$ cat src/rtl/tnpf_pkg.sv
package tnpf_pkg;

	localparam int MAX_POINTS = 64;
	localparam int IDX_W      = $clog2(MAX_POINTS);
	localparam int CNT_W      = $clog2(MAX_POINTS + 1);
	localparam int COORD_W    = 16;
	localparam int CODE_W     = 8;
	localparam int ID_W       = 16;
	localparam int MAG_W      = COORD_W;
	localparam int SQ_W       = 2 * MAG_W;
	localparam int RAD_W      = SQ_W + 1;

	localparam logic CMD_ADD   = 1'b0;
	localparam logic CMD_CLEAR = 1'b1;

	localparam logic KIND_PAIR = 1'b0;
	localparam logic KIND_END  = 1'b1;

	typedef struct packed {
		logic signed [COORD_W-1:0] x;
		logic signed [COORD_W-1:0] y;
		logic [CODE_W-1:0]         code;
		logic [ID_W-1:0]           id;
	} point_t;

	localparam int POINT_W = $bits(point_t);

	// controller to datapath
	typedef struct packed {
		logic load_point;
		logic clear_count;
		logic issue_read;
		logic end_load;
		logic store_ok;
	} dp_cmd_t;

	// datapath to controller
	typedef struct packed {
		logic adv;
		logic count_zero;
		logic count_full;
		logic scan_last;
		logic pipe_busy;
	} dp_stat_t;

endpackage

$ cat src/rtl/tnpf_ram.sv
module tnpf_ram #(
	parameter int WIDTH = 8,
	parameter int DEPTH = 16
) (
	input  logic                     clk,
	input  logic                     wr_en,
	input  logic [$clog2(DEPTH)-1:0] wr_addr,
	input  logic [WIDTH-1:0]         wr_data,
	input  logic                     rd_en,
	input  logic [$clog2(DEPTH)-1:0] rd_addr,
	output logic [WIDTH-1:0]         rd_data
);

	logic [WIDTH-1:0] mem_q [DEPTH];

	always_ff @(posedge clk) begin
		if (wr_en) begin
			mem_q[wr_addr] <= wr_data;
		end
		if (rd_en) begin
			rd_data <= mem_q[rd_addr];
		end
	end

endmodule

$ cat src/rtl/tnpf_datapath.sv
module tnpf_datapath (
	input  logic                                 clk,
	input  logic                                 arst_n,
	input  logic                                 cfg_valid,
	input  logic [tnpf_pkg::RAD_W-1:0]           radius_squared,
	input  logic signed [tnpf_pkg::COORD_W-1:0]  pos_x,
	input  logic signed [tnpf_pkg::COORD_W-1:0]  pos_y,
	input  logic [tnpf_pkg::CODE_W-1:0]          feature_code,
	input  logic [tnpf_pkg::ID_W-1:0]            point_id,
	input  tnpf_pkg::dp_cmd_t                    dcmd,
	output tnpf_pkg::dp_stat_t                   stat,
	output logic                                 out_valid,
	input  logic                                 out_ready,
	output logic                                 kind,
	output logic [tnpf_pkg::ID_W-1:0]            a_id,
	output logic [tnpf_pkg::CODE_W-1:0]          a_code,
	output logic signed [tnpf_pkg::COORD_W-1:0]  a_x,
	output logic signed [tnpf_pkg::COORD_W-1:0]  a_y,
	output logic [tnpf_pkg::ID_W-1:0]            b_id,
	output logic [tnpf_pkg::CODE_W-1:0]          b_code,
	output logic signed [tnpf_pkg::COORD_W-1:0]  b_x,
	output logic signed [tnpf_pkg::COORD_W-1:0]  b_y,
	output logic                                 was_stored,
	output logic                                 last
);

	logic [tnpf_pkg::RAD_W-1:0] radius_q;
	logic [tnpf_pkg::CNT_W-1:0] count_q;
	logic [tnpf_pkg::IDX_W-1:0] addr_q;
	tnpf_pkg::point_t           np_q;
	tnpf_pkg::point_t           rd_point;
	logic [tnpf_pkg::POINT_W-1:0] rd_data;
	logic                       adv;

	// pipeline
	logic                       v_s1, v_s2, v_s3;
	logic [tnpf_pkg::MAG_W-1:0] adx_s2, ady_s2;
	logic                       neq_s2, lo_s2;
	tnpf_pkg::point_t           ent_s2;
	logic [tnpf_pkg::SQ_W-1:0]  sqx_s3, sqy_s3;
	logic                       neq_s3, lo_s3;
	tnpf_pkg::point_t           ent_s3;

	logic signed [tnpf_pkg::COORD_W:0] dx, dy;
	logic [tnpf_pkg::COORD_W:0]        dx_neg, dy_neg;
	logic [tnpf_pkg::MAG_W-1:0]        adx, ady;
	logic [tnpf_pkg::RAD_W-1:0]        d2;
	logic                              hit;
	logic [tnpf_pkg::CNT_W-1:0]        count_m1;

	logic out_valid_q;
	tnpf_pkg::point_t a_q, b_q;
	logic kind_q, stored_q, last_q;

	assign adv      = !out_valid_q || out_ready;
	assign count_m1 = count_q - tnpf_pkg::CNT_W'(1);

	assign stat.adv        = adv;
	assign stat.count_zero = (count_q == '0);
	assign stat.count_full = (count_q == tnpf_pkg::CNT_W'(tnpf_pkg::MAX_POINTS));
	assign stat.scan_last  = ({1'b0, addr_q} == count_m1);
	assign stat.pipe_busy  = v_s1 || v_s2 || v_s3;

	always_ff @(posedge clk or negedge arst_n) begin
		if (!arst_n) begin
			radius_q <= '0;
		end else if (cfg_valid) begin
			radius_q <= radius_squared;
		end
	end

	always_ff @(posedge clk or negedge arst_n) begin
		if (!arst_n) begin
			count_q <= '0;
		end else if (dcmd.clear_count) begin
			count_q <= '0;
		end else if (dcmd.store_ok) begin
			count_q <= count_q + tnpf_pkg::CNT_W'(1);
		end
	end

	always_ff @(posedge clk) begin
		if (dcmd.load_point) begin
			np_q.x    <= pos_x;
			np_q.y    <= pos_y;
			np_q.code <= feature_code;
			np_q.id   <= point_id;
		end
	end

	always_ff @(posedge clk or negedge arst_n) begin
		if (!arst_n) begin
			addr_q <= '0;
		end else if (dcmd.load_point) begin
			addr_q <= '0;
		end else if (dcmd.issue_read) begin
			addr_q <= addr_q + tnpf_pkg::IDX_W'(1);
		end
	end

	tnpf_ram #(
		.WIDTH(tnpf_pkg::POINT_W),
		.DEPTH(tnpf_pkg::MAX_POINTS)
	) u_store (
		.clk    (clk),
		.wr_en  (dcmd.store_ok),
		.wr_addr(count_q[tnpf_pkg::IDX_W-1:0]),
		.wr_data(np_q),
		.rd_en  (dcmd.issue_read),
		.rd_addr(addr_q),
		.rd_data(rd_data)
	);

	assign rd_point = rd_data;

	// absolute coordinate differences
	assign dx     = {np_q.x[tnpf_pkg::COORD_W-1], np_q.x} -
	                {rd_point.x[tnpf_pkg::COORD_W-1], rd_point.x};
	assign dy     = {np_q.y[tnpf_pkg::COORD_W-1], np_q.y} -
	                {rd_point.y[tnpf_pkg::COORD_W-1], rd_point.y};
	assign dx_neg = -dx;
	assign dy_neg = -dy;
	assign adx    = dx[tnpf_pkg::COORD_W] ? dx_neg[tnpf_pkg::MAG_W-1:0] : dx[tnpf_pkg::MAG_W-1:0];
	assign ady    = dy[tnpf_pkg::COORD_W] ? dy_neg[tnpf_pkg::MAG_W-1:0] : dy[tnpf_pkg::MAG_W-1:0];

	always_ff @(posedge clk or negedge arst_n) begin
		if (!arst_n) begin
			v_s1 <= 1'b0;
			v_s2 <= 1'b0;
			v_s3 <= 1'b0;
		end else if (adv) begin
			v_s1 <= dcmd.issue_read;
			v_s2 <= v_s1;
			v_s3 <= v_s2;
		end
	end

	always_ff @(posedge clk) begin
		if (adv) begin
			adx_s2 <= adx;
			ady_s2 <= ady;
			neq_s2 <= (np_q.code != rd_point.code);
			lo_s2  <= (np_q.code < rd_point.code);
			ent_s2 <= rd_point;
			sqx_s3 <= adx_s2 * adx_s2;
			sqy_s3 <= ady_s2 * ady_s2;
			neq_s3 <= neq_s2;
			lo_s3  <= lo_s2;
			ent_s3 <= ent_s2;
		end
	end

	assign d2  = {1'b0, sqx_s3} + {1'b0, sqy_s3};
	assign hit = v_s3 && neq_s3 && (d2 <= radius_q);

	// output word register
	always_ff @(posedge clk or negedge arst_n) begin
		if (!arst_n) begin
			out_valid_q <= 1'b0;
		end else if (adv) begin
			out_valid_q <= dcmd.end_load || hit;
		end
	end

	always_ff @(posedge clk) begin
		if (adv) begin
			if (dcmd.end_load) begin
				kind_q   <= tnpf_pkg::KIND_END;
				a_q      <= '0;
				b_q      <= '0;
				stored_q <= dcmd.store_ok;
				last_q   <= 1'b1;
			end else if (hit) begin
				kind_q   <= tnpf_pkg::KIND_PAIR;
				a_q      <= lo_s3 ? np_q : ent_s3;
				b_q      <= lo_s3 ? ent_s3 : np_q;
				stored_q <= 1'b0;
				last_q   <= 1'b0;
			end
		end
	end

	assign out_valid  = out_valid_q;
	assign kind       = kind_q;
	assign a_id       = a_q.id;
	assign a_code     = a_q.code;
	assign a_x        = a_q.x;
	assign a_y        = a_q.y;
	assign b_id       = b_q.id;
	assign b_code     = b_q.code;
	assign b_x        = b_q.x;
	assign b_y        = b_q.y;
	assign was_stored = stored_q;
	assign last       = last_q;

endmodule

$ cat config.mk
export PLATFORM = sky130hd
export DESIGN_NAME = tnpf_datapath
export DESIGN_NICKNAME = d
export VERILOG_FILES = /design/src/rtl/tnpf_pkg.sv /design/src/rtl/tnpf_ram.sv /design/src/rtl/tnpf_datapath.sv
export SDC_FILE = /design/constraint.sdc
export NUM_CORES = 2
export LEC_CHECK = 0
export CAP_MARGIN = 20
export CORE_MARGIN = 8
export CORE_UTILIZATION = 45
export DETAILED_ROUTE_END_ITERATION = 10
export DONT_BUFFER_PORTS = 1
export PLACE_DENSITY = 0.57
export REMOVE_ABC_BUFFERS = 1
export SLEW_MARGIN = 20
export SYNTH_ARGS = -nofsm -noshare
export SYNTH_HDL_FRONTEND = slang
export SYNTH_SLANG_ARGS = --single-unit
export TNS_END_PERCENT = 5
$ cat constraint.sdc
create_clock -name clk -period 15.9 [get_ports clk]
set_clock_uncertainty 0.2 [all_clocks]
set_input_delay 3.18 -clock clk [delete_from_list [all_inputs] [get_ports clk]]
set_output_delay 3.18 -clock clk [all_outputs]
set_load 0.03 [all_outputs]
==> out/results.tsv <==
stage	metric	value	unit
global_routing	GR Overflow Total	0	
finish	Finished Cell Area	192000	um^2
cts	CTS clock-pin slew for the worst setup and hold paths	0.06	ns
synthesis	Top FF cell, synth	edfxtp_1	
critical_path	Worst setup EP type	output port	
worst_hold_path	worst hold path class	reg2reg	
cts	Clock Latency Late Sink	0.99	ns
global_routing	number of global-route vias before repair	86700	
placed_design	IO buf count	0	
timing	Setup Viol. Count Final	0	
placed_design	RD Place Congestion	0.813	
routing	routed vias	84400	
cts	Root Buffer	clkbuf_16	
routing	routed wire length	474	mm
timing	max_slew headroom	24.8	%
global_routing	pin count of the biggest net entering global routing	152	
finish	layout cells sized above 1	23.2	%
global_routing	first-pass GRT wire length	667	mm
synthesis	Syn Inst Count	8379	
synthesis	synth cell count leaders	4,020 x edfxtp_1, 1,176 x mux4_2, 610 x inv_1	
synthesis	post-synthesis sequential area ratio	71.1	%
routing	Avg Vias per Cell	6.00	
die	starting density of the core	45.0	%
timing	FMAX	0.135	GHz
synthesis	Yosys cell types	70	
worst_hold_path	Hold Path Cell Cnt	0	
routing	# DRC	0	
routing	drt pass-1 iters	6	
synthesis	Synth Area per Inst	20.5	um^2
die	chip height	634	um
timing	Slew Limit Fails	0	
critical_path	Crit path arrival time	4.03	ns
synthesis	dominant cell type by area after synthesis	edfxtp_1	
synthesis	share of the synthesized area in the top cell type	70.3	%
cts	CTS Buffer Depth	4	
routing	DRT iter0 DRCs	10300	
synthesis	Area contributors post-synth	edfxtp_1 70%, mux4_2 15%, fa_1 3.8%, ha_1 2.3%, inv_1 1.3%	
timing	Hold Fails Final Rpt	0	
synthesis	count leader, synth	edfxtp_1	
timing	min Tclk post-route	7.41	ns
cts	Hold-fix buffers, CTS	0	
die	die width	634	um
critical_path	Setup Crit Path Kind	reg2out	
worst_hold_path	Worst Hold End	ent_s3[55]	
synthesis	Ys Warns	0	
cts	H-Tree Level Count	5	
die	Row Count	227	
worst_hold_path	min-delay src	ent_s2[55]	
timing	worst slew pin tran	1.13	ns
cts	CTS tree	done	
cts	Num CTS Buffers	418	
critical_path	critical path required time	12.52	ns
global_routing	GRT Total Usage	23.4	%
timing	setup TNS	0	ns
synthesis	Yosys reg bits	4070	
global_routing	initial antenna violation count	12	
synthesis	Synth Cell Area	172000	um^2
routing	wire per inst	33.8	um
critical_path	Max FO, Critical Path	14	
cts	# clock sinks	4070	
run_status	status	complete, no violations	
finish	Syn-to-layout area delta	11.9	%
timing	unrepaired setup endpoints after global routing	no	
synthesis	Post-synth ARST share	1.23	%
job	Max Cap Viol	0	
synthesis	number of synthesized flops with an enable pin	4020	
die	die area	401000	um^2
critical_path	r2r endpoint	sqy_s3[28]	
die	core area	381000	um^2
die	I/O pins	219	
cts	Setup Buffers After CTS	0	
placed_design	DP HPWL	265	mm
critical_path	FF-to-FF setup slack	8.64	ns
finish	Post-layout nets	9417	
cts	post_cts resized	0	
routing	antenna-violating nets left	0	
critical_path	R2R Path Start	ady_s2[3]	
placed_design	Placed Area	179000	um^2
critical_path	crit path launch type	register	
timing	final cycle utilization of the critical path	46.6	%
critical_path	R2R cell count	22	
-- placed cells by master (no fill, tap or decap), types with 19 or more instances in the layout --
cell type,count
clkinv_1,95
nor3_1,28
clkinv_2,63
xor2_1,50
mux4_2,1176
nand2b_1,23
bufinv_16,24
a21o_1,60
ha_1,316
clkbuf_16,420
nor2_1,237
a211oi_1,19
mux2i_1,118
fa_1,326
inv_1,609
nand2_1,260
dfrtp_1,44
nand3_1,31
clkbuf_1,101
nor2b_1,21
o21ai_0,90
buf_4,232
nand4_1,22
and2_1,84
xnor2_1,106
a21oi_1,111
nor2_4,60
edfxtp_1,4020
-- worst max-delay path by stage --
| stage | slack (ns) | start | depth (start not counted) | to |
|---|---|---|---|---|
| 2_1_floorplan | -20.74 | addr_q[0] | 3 | stat[1] |
| 3_3_place_gp | 8.63 | ady_s2[3] | 22 | sqy_s3[28] |
| 3_5_place_dp | 8.59 | ady_s2[3] | 22 | sqy_s3[28] |
| 4_1_cts | 8.39 | count_q[0] | 7 | stat[1] |
| 5_1_grt | 8.18 | ady_s2[3] | 22 | sqy_s3[28] |
| 6_report | 8.49 | count_q[0] | 7 | stat[1] |
-- registers in the layout, indices dropped and copies added, names as in the netlist, 31 cells and up --
register         cells
radius_q            33
sqx_s3              31
sqy_s3              31
ent_s2              56
ent_s3              56
np_q                56
u_store.mem_q     3584
u_store.rd_data     56
-- critical path, stage by stage (launching register included) --
cell	delay [ns]
dfrtp_1	0.60
inv_1	0.23
ha_1	0.19
nor2b_1	0.32
and3_1	0.57
nor2_1	0.11
a2111oi_2	0.75
buf_4	0.29
-- cells by family (layout without fill, tap and decap cells) --
group                    after synthesis  after routing  synth area share [%]
multiplexers                        1302           1302                  16.2
other                                  0              6                     0
XOR/XNOR                             156            156                 0.796
flip-flops                          4070           4070                  71.1
AO/OA/AOI/OAI                        403            403                  1.53
AND/OR/NAND/NOR                      832            832                  2.21
adder cells (fa/ha/maj)              642            642                  6.11
buffers and inverters                974           1606                  2.14
-- final cells by class --
cell class | count | area (um^2)
Multi-Input combinational cell | 3335 | 46500
Antenna cell | 6 | 15.0
Clock inverter | 225 | 2030
Fill cell | 30300 | 189000
Inverter | 610 | 2290
Timing Repair Buffer | 242 | 1940
Clock buffer | 529 | 11000
Tap cell | 5038 | 6300
Sequential cell | 4070 | 122000
-- stage by stage --
step,hold slack [ns],instances,setup slack (ns),util (%)
6_report,0.211,14100,8.49,50.4
3_5_place_dp,0.205,13300,8.59,47.0
5_1_grt,0.220,14100,8.18,50.4
3_3_place_gp,0.201,13300,8.63,47.0
4_1_cts,0.216,14000,8.39,50.4
2_1_floorplan,0.200,8015,-20.74,-
-- layer usage --
metal  share of wire [%]  track usage, %  routed length (um)
met1                  41            32.5              194000
met2                  50            39.7              236000
met3                 6.7            3.28               31900
met4                 2.6            5.21               12500
met5              0.0021               0                  10
Power is not shown: default switching activity piles up to over one toggle a cycle in this logic, so the estimate is an artifact.
