`src/rtl/tnpf_pkg.sv`:
```
package tnpf_pkg;

	localparam int MAX_POINTS = 64;
	localparam int IDX_W      = $clog2(MAX_POINTS);
	localparam int CNT_W      = $clog2(MAX_POINTS + 1);
	localparam int COORD_W    = 16;
	localparam int CODE_W     = 8;
	localparam int ID_W       = 16;
	localparam int MAG_W      = COORD_W;
	localparam int SQ_W       = 2 * MAG_W;
	localparam int RAD_W      = SQ_W + 1;

	localparam logic CMD_ADD   = 1'b0;
	localparam logic CMD_CLEAR = 1'b1;

	localparam logic KIND_PAIR = 1'b0;
	localparam logic KIND_END  = 1'b1;

	typedef struct packed {
		logic signed [COORD_W-1:0] x;
		logic signed [COORD_W-1:0] y;
		logic [CODE_W-1:0]         code;
		logic [ID_W-1:0]           id;
	} point_t;

	localparam int POINT_W = $bits(point_t);

	// controller to datapath
	typedef struct packed {
		logic load_point;
		logic clear_count;
		logic issue_read;
		logic end_load;
		logic store_ok;
	} dp_cmd_t;

	// datapath to controller
	typedef struct packed {
		logic adv;
		logic count_zero;
		logic count_full;
		logic scan_last;
		logic pipe_busy;
	} dp_stat_t;

endpackage

```
`src/rtl/tnpf_ctrl.sv`:
```
module tnpf_ctrl (
	input  logic               clk,
	input  logic               arst_n,
	input  logic               in_valid,
	input  logic               cmd,
	output logic               in_ready,
	input  tnpf_pkg::dp_stat_t stat,
	output tnpf_pkg::dp_cmd_t  dcmd
);

	typedef enum logic [3:0] {
		ST_IDLE   = 4'b0001,
		ST_SCAN   = 4'b0010,
		ST_DRAIN  = 4'b0100,
		ST_FINISH = 4'b1000
	} state_t;

	state_t state_q, state_d;
	logic   store_q, store_d;

	assign in_ready = (state_q == ST_IDLE);

	always_comb begin
		state_d = state_q;
		store_d = store_q;
		dcmd    = '0;
		case (state_q)
			ST_IDLE: begin
				if (in_valid) begin
					if (cmd == tnpf_pkg::CMD_CLEAR) begin
						dcmd.clear_count = 1'b1;
					end else begin
						dcmd.load_point = 1'b1;
						store_d         = !stat.count_full;
						if (stat.count_full || stat.count_zero) begin
							state_d = ST_FINISH;
						end else begin
							state_d = ST_SCAN;
						end
					end
				end
			end
			ST_SCAN: begin
				if (stat.adv) begin
					dcmd.issue_read = 1'b1;
					if (stat.scan_last) begin
						state_d = ST_DRAIN;
					end
				end
			end
			ST_DRAIN: begin
				if (!stat.pipe_busy) begin
					state_d = ST_FINISH;
				end
			end
			ST_FINISH: begin
				if (stat.adv) begin
					dcmd.end_load = 1'b1;
					dcmd.store_ok = store_q;
					state_d       = ST_IDLE;
				end
			end
			default: begin
				state_d = ST_IDLE;
			end
		endcase
	end

	always_ff @(posedge clk or negedge arst_n) begin
		if (!arst_n) begin
			state_q <= ST_IDLE;
			store_q <= 1'b0;
		end else begin
			state_q <= state_d;
			store_q <= store_d;
		end
	end

endmodule

```
`config.mk`:
```
export PLATFORM = sky130hd
export DESIGN_NAME = tnpf_ctrl
export DESIGN_NICKNAME = d
export VERILOG_FILES = /design/src/rtl/tnpf_pkg.sv /design/src/rtl/tnpf_ctrl.sv
export SDC_FILE = /design/constraint.sdc
export NUM_CORES = 1
export LEC_CHECK = 0
export BUFFER_PORTS_ARGS = -buffer_cell sky130_fd_sc_hd__buf_2
export CAP_MARGIN = 30
export CORE_AREA = 2 2 39 41
export DETAILED_ROUTE_END_ITERATION = 10
export DIE_AREA = 0 0 41 43
export GPL_ROUTABILITY_DRIVEN = 0
export SYNTH_ARGS = -nofsm -noshare
export SYNTH_HDL_FRONTEND = slang
export SYNTH_SLANG_ARGS = --single-unit
```
`constraint.sdc`:
```
create_clock -name clk -period 4.2 [get_ports clk]
set_clock_uncertainty 0.15 [all_clocks]
set_input_delay 0.42 -clock clk [delete_from_list [all_inputs] [get_ports clk]]
set_output_delay 0.42 -clock clk [all_outputs]
set_load 0.01 [all_outputs]
```
==> results by group, run 1 <==
Die
  – Starting density of the core: 27.7%
  – Floorplan row count: 14
  – Total Die Area: 1760 um^2
  – Vertical die dimension: 43 um
  – Core ar.: 1380 um^2
  – X dimension of the die: 41 um
  – Count of boundary I/O pins: 15

Timing
  – Actual transition at the worst max-transition pin: 0.377 ns
  – Relative max-transition margin: 74.8%
  – Final count of pins violating max slew: 0
  – Highest achievable clock rate: 472 MHz
  – Number of failing hold endpoints at the final stage: 0
  – Tmin final: 2.12 ns
  – Fraction of the cycle the final worst path needs: 50.4%
  – Total Neg Setup Slack: 0 ns
  – Unrepaired setup endpoints after global routing: false
  – Setup violators final: 0

Finish
  – Non-filler instance count after layout: 74
  – Count of nets after finishing: 68
  – Share of final-layout standard cells stronger than drive strength 1: 43.1%
  – Number of antenna repair diodes: 0
  – Syn-to-layout area delta: 27.1%

Placement
  – Post-Place Cells: 69
  – Placed wire-length estimate after detailed placement: 616 um
  – IO buf count: 14

Global routing
  – Via count of the first global-routing pass: 314
  – Maximum number of pins on one net before global-route repair: 9
  – Global-route wire length before repair: 1.25 mm
  – Total track usage: 10.5%
  – Initial antenna violation count: 0
  – Total gr overflow: 0

Setup path
  – Largest delay share family, worst path: simple AND/OR/NAND/NOR gates
  – Worst R2R Path Depth: 4
  – Worst endpoint data arrival time: 1.55 ns
  – Number of buffers and inverters on the critical path: 1
  – Crit path cell chain: nor4b_2, nand2_1, nor2_1, buf_2
  – Highest net fanout along the worst path: 8
  – Largest stage delay on the critical path: 0.58 ns
  – Cell depth of the worst setup path: 4
  – Setup Crit Path Kind: register to output pin
  – Critical Path Sink Type: output pin
  – Crit-path slowest cell: sky130_fd_sc_hd__dfstp_2
  – CP Launch Type: register
  – Required @ worst endpoint: 3.63 ns
  – Worst-case register-to-register setup slack: 2.35 ns

Synthesis
  – Mapped Area: 383 um^2
  – Share of the synthesized area in the top cell type: 26.1%
  – Post-Synthesis Mean Instance Area: 9.34 um^2
  – Post-synth cell types: 27
  – Cell accounting for the most synthesized area: sky130_fd_sc_hd__dfrtp_1
  – Portion of the post-synthesis area used by sequential elements: 33.0%
  – Number of cells produced by synthesis: 41
  – Most area-consuming cells after synthesis: sky130_fd_sc_hd__dfrtp_1 26%, sky130_fd_sc_hd__dfstp_2 6.9%, sky130_fd_sc_hd__o21ai_0 6.5%
  – Yosys warning count: 0
  – Proportion of register bits with asynchronous set or reset after synthesis: 100%
  – Synthesis-stage register bit count: 5
  – Nets in the synthesized netlist: 50
  – Number of flops mapped to enable cells by yosys: 0
  – Primary flip-flop cell chosen by synthesis mapping: sky130_fd_sc_hd__dfrtp_1

Status
  – Outcome: completed

Clock tree
  – Number of buffers inserted during clock tree synthesis: 3
  – H-tree depth reported by CTS: 1
  – Max Root-Sink Buffers: 2
  – Clock tree from TritonCTS: done
  – Worst-path clk slew: 0.04 ns
  – Post-CTS resize count: 0
  – Clock network latency to the later pin of the worst-skew pair: 0.24 ns
  – Count of buffers added by post-CTS timing repair for setup: 0
  – CTS Sinks: 5
  – Clock root buffer: sky130_fd_sc_hd__clkbuf_4

Min path
  – Worst Hold Path Cells: 2
  – Min-delay worst type: primary input to register

Pwr
  – Leakage power: 0.233 nW
  – Total power divided by cell area: 635 nW/um^2
  – Max IR drop VDD: 257 uV
  – Power, Total: 0.309 mW

Route
  – Drt total wl: 776 um
  – DR iter-0 viols: 2
  – Router iterations before antenna repair: 4
  – Average vias per placed instance: 4.68
  – Number of remaining DRC errors: 0
  – Via count: 346
  – Residual antenna-violating net count after detailed routing: 0
  – Average wire per standard cell: 10.5 um

Job
  – Max-cap violations: 0
[cell families (layout without fill, tap and decap cells)]
group                     after synthesis  after routing  synth area share (%)
AOI/OAI and AO/OA                      11             11                  18.6
xor gates and xnor gates                2              2                  4.58
buffers and inverters                   4             21                  7.84
DFF                                     5              5                  33.0
muxes                                   3              3                  9.48
and+or+nand+nor                        16             16                  26.5
[power by group]
part / internal (mW) / leakage [nW] / switching [mW] / total, mW
clock: 0.0358 / 0.0150 / 0.0186 / 0.0545
sequential: 0.0707 / 0.0632 / 0.0329 / 0.104
combinational: 0.0816 / 0.155 / 0.0691 / 0.151
[final cells by class]
type / instances / area [um^2]
flip-flops and latches: 5 / 126
repair buffers: 15 / 80.1
fillers: 145 / 897
multi-input cells: 32 / 226
clock buffers: 4 / 26.3
inverters: 2 / 7.51
well taps: 16 / 20.0
[cell usage after synthesis, drive strengths merged, types with 2 or more instances]
cell,n
mux2,2
dfrtp,4
o21ai,6
or2,2
nand2,3
inv,2
nor2,3
buf,2
nor4b,2
[state kept, by name, summed over array words and instances, names as in the netlist]
signal	cells
state_q	4
store_q	1
[worst register-to-register path, stage by stage, from the launching register on]
cell,delay [ns]
sky130_fd_sc_hd__dfstp_2,0.58
sky130_fd_sc_hd__nor4b_2,0.36
sky130_fd_sc_hd__o21ai_1,0.18
sky130_fd_sc_hd__o211ai_2,0.14
sky130_fd_sc_hd__mux2_4,0.32
[stage by stage]
| stage | cell area, um^2 | utilization (%) | setup slack (ns) | hold WS (ns) |
|---|---|---|---|---|
| 4_1_cts | 487 | 35.2 | 2.06 | 0.234 |
| 3_5_place_dp | 450 | 32.5 | 2.33 | 0.0884 |
| 6_report | 487 | 35.2 | 2.08 | 0.240 |
| 3_3_place_gp | 450 | 32.5 | 2.36 | 0.0875 |
| 5_1_grt | 487 | 35.2 | 1.92 | 0.259 |
| 2_1_floorplan | 383 | - | 2.26 | -0.0256 |
[cell usage in the layout (no fill, tap or decap), drive strengths merged]
cell type / count
buf: 14
o21ai: 6
dfrtp: 4
clkbuf: 4
nand2: 3
nor2: 3
or2: 2
inv: 2
nor4b: 2
mux2: 2
nand2b: 1
and2: 1
and3: 1
nor3: 1
nand3b: 1
o31a: 1
xnor2: 1
or4: 1
o211ai: 1
o31ai: 1
o21bai: 1
a21oi: 1
mux2i: 1
xor2: 1
dlygate4sd3: 1
dfstp: 1
[metal layers]
metal / wire length (um) / track usage, % / vias to the layer above
li1: - / - / 179
met1: 388 / 13.4 / 155
met2: 330 / 15.6 / 12
met3: 57 / 5.24 / 0
met4: 0 / 2.00 / 0
met5: 0 / 0 / -
[final timing paths]
kind | from | to
worst max-delay path | state_q[0] | dcmd[4]
worst min-delay path | stat[2] | store_q
worst max register to register | state_q[0] | state_q[3]
worst min register to register | store_q | store_q
max in group asynchronous | arst_n | state_q[0]
min in group asynchronous | arst_n | store_q
[what timing repair did]
| action | in CTS | in global routing |
|---|---|---|
| endpoints found under the hold margin | 4 | 0 |
| hold buffers | 1 | 0 |
| setup endpoints to repair | 0 | 0 |
Note: power is estimated with default switching activity, not from simulation.
==> run 2, diff against run 1 <==
==> constraint.sdc (replaced) <==
create_clock -name clk -period 1.8 [get_ports clk]
set_clock_uncertainty 0.15 [all_clocks]
set_input_delay 0.18 -clock clk [delete_from_list [all_inputs] [get_ports clk]]
set_output_delay 0.18 -clock clk [all_outputs]
set_load 0.01 [all_outputs]
==> run 2 against run 1 <==
  * Sequential power is 110% higher
  * Worst hold slack got worse by 0.21 ns
  * Setup slack worse by 2.1 ns
  * First-iteration DRC count grew to 3.5 times the previous value
  * Core utilization increased by 7.2 points
  * Via count rose by 9.0%
  * Non-clock buffer count increased by 8
  * Power increased to 3.0 times the previous value
  * Clock power up 130%
  * Critical endpoint is now state_q[3]
==> results by group, run 2 (synthesis results as in run 1) <==
Clock tree
  – Clock network latency to the later pin of the worst-skew pair: 0.24 ns
  – Max Root-Sink Buffers: 2
  – Worst-path clk slew: 0.04 ns
  – Number of buffers inserted during clock tree synthesis: 3
  – Clock root buffer: sky130_fd_sc_hd__clkbuf_4
  – H-tree depth reported by CTS: 1
  – CTS Sinks: 5
  – Clock tree from TritonCTS: done

Finish
  – Syn-to-layout area delta: 53.3%
  – Most used cells in the layout excluding fill and tap cells: 14 x sky130_fd_sc_hd__buf_2, 5 x sky130_fd_sc_hd__o21ai_0, 5 x sky130_fd_sc_hd__buf_4
  – Most common cell after layout, fill and taps aside: sky130_fd_sc_hd__buf_2
  – Largest registers: state_q: 4 flops, store_q: 1 flops
  – Register with the most flip-flops: state_q
  – Share of final-layout standard cells stronger than drive strength 1: 56.1%
  – Number of antenna repair diodes: 0
  – Count of nets after finishing: 76
  – Flip-flop count of the largest register, all copies and words added: 4
  – Fillcell total: 135

Timing
  – Setup violators final: 0
  – Tmin final: 1.77 ns
  – Total Neg Setup Slack: 0 ns
  – Highest achievable clock rate: 565 MHz
  – Unrepaired setup endpoints after global routing: true
  – Final count of pins violating max slew: 0
  – Actual transition at the worst max-transition pin: 0.323 ns
  – Number of failing hold endpoints at the final stage: 0
  – Relative max-transition margin: 78.3%
  – Fraction of the cycle the final worst path needs: 98.4%

Route
  – Number of remaining DRC errors: 0
  – Average wire per standard cell: 11.4 um
  – Met2 wirelength from detailed routing: 459 um
  – Router iterations before antenna repair: 3
  – Via count: 377
  – Drt total wl: 936 um
  – Routed metal-1 wire length: 433 um
  – Average vias per placed instance: 4.60
  – DR iter-0 viols: 7
  – Highest layer used for signal routing: met3
  – Routed length on met3: 43 um
  – Residual antenna-violating net count after detailed routing: 0

Global routing
  – Initial antenna violation count: 0
  – Via count of the first global-routing pass: 375
  – Maximum number of pins on one net before global-route repair: 8
  – Global-route wire length before repair: 1.58 mm
  – Total track usage: 13.7%
  – Total gr overflow: 0

Setup path
  – Largest stage delay on the critical path: 0.44 ns
  – Required @ worst endpoint: 1.77 ns
  – Number of buffers and inverters on the critical path: 1
  – Largest delay share family, worst path: simple AND/OR/NAND/NOR gates
  – Highest net fanout along the worst path: 5
  – Worst-case register-to-register setup slack: 0.03 ns
  – Crit-path slowest cell: sky130_fd_sc_hd__or4_4
  – Critical Path Sink Type: register
  – Worst endpoint data arrival time: 1.74 ns
  – Setup Crit Path Kind: register to register
  – Crit path cell chain: buf_6, xnor2_1, or4_4, o211ai_4, mux2_4
  – CP Launch Type: register

Die
  – Starting density of the core: 27.7%
  – Floorplan row count: 14
  – Count of boundary I/O pins: 15
  – X dimension of the die: 41 um
  – Vertical die dimension: 43 um
  – Core ar.: 1380 um^2
  – Total Die Area: 1760 um^2

Placement
  – IO buf count: 14
  – Placed wire-length estimate after detailed placement: 713 um

Pwr
  – Leakage power: 0.284 nW
  – Total power divided by cell area: 1590 nW/um^2
  – Power, Total: 0.933 mW
  – Max IR drop VDD: 752 uV

Job
  – Max-cap violations: 0

Status
  – Outcome: completed

Min path
  – Min-delay worst type: primary input to register
==> run 2: power by group <==
part | switching (mW) | internal (mW)
registers | 0.0516 | 0.169
clock network | 0.0430 | 0.0836
logic | 0.253 | 0.333
==> run 2: layout make-up <==
class / instances / area, um^2 / area share (%)
Clock buffer: 4 / 26.3 / 4.48
Inverter: 2 / 7.51 / 1.28
Multi-Input combinational cell: 32 / 253 / 43.1
Sequential cell: 5 / 130 / 22.2
Tap cell: 16 / 20.0 / 3.41
Timing Repair Buffer: 23 / 150 / 25.6
==> run 2: per-layer routing <==
layer  global-route usage, %  vias up
li1                        -      197
met5                       0        -
met1                    15.1      170
met4                    8.00        0
met3                    6.28        0
met2                    20.6       10
==> run 2: final timing paths <==
kind / from / endpoint / depth (start not counted)
min reg2reg: store_q / store_q / 2
min: cmd / store_q / 2
max in group asynchronous: arst_n / state_q[0] / 2
max: state_q[1] / state_q[3] / 5
min in group asynchronous: arst_n / store_q / 2
max reg2reg: state_q[1] / state_q[3] / 5
==> run 2: worst register-to-register path, stage by stage, from the launching register on <==
cell and delay (ns):
sky130_fd_sc_hd__dfrtp_2 0.41, sky130_fd_sc_hd__buf_6 0.13, sky130_fd_sc_hd__xnor2_1 0.12, sky130_fd_sc_hd__or4_4 0.44, sky130_fd_sc_hd__o211ai_4 0.10, sky130_fd_sc_hd__mux2_4 0.31
==> run 2: timing repair <==
item                                    CTS  global route
endpoints found under the hold margin     6             0
gates resized for setup                   2             6
hold buffers                              2             0
endpoints found under the setup margin    3             5
buffers inserted                          3             1
pin swaps                                 0             0
==> run 2: metrics by stage <==
step | hold WS, ns | area [um^2] | setup slack, ns | instances | util (%)
after floorplan | -0.266 | 392 | 0.0660 | 41 | -
after global routing | 0.0350 | 587 | -0.0394 | 82 | 42.4
after detailed placement | -0.151 | 482 | 0.0682 | 72 | 34.8
final | 0.0251 | 587 | 0.0286 | 82 | 42.4
after global placement | -0.150 | 482 | 0.0727 | 72 | 34.8
after CTS | 0.0150 | 558 | -0.0217 | 81 | 40.3
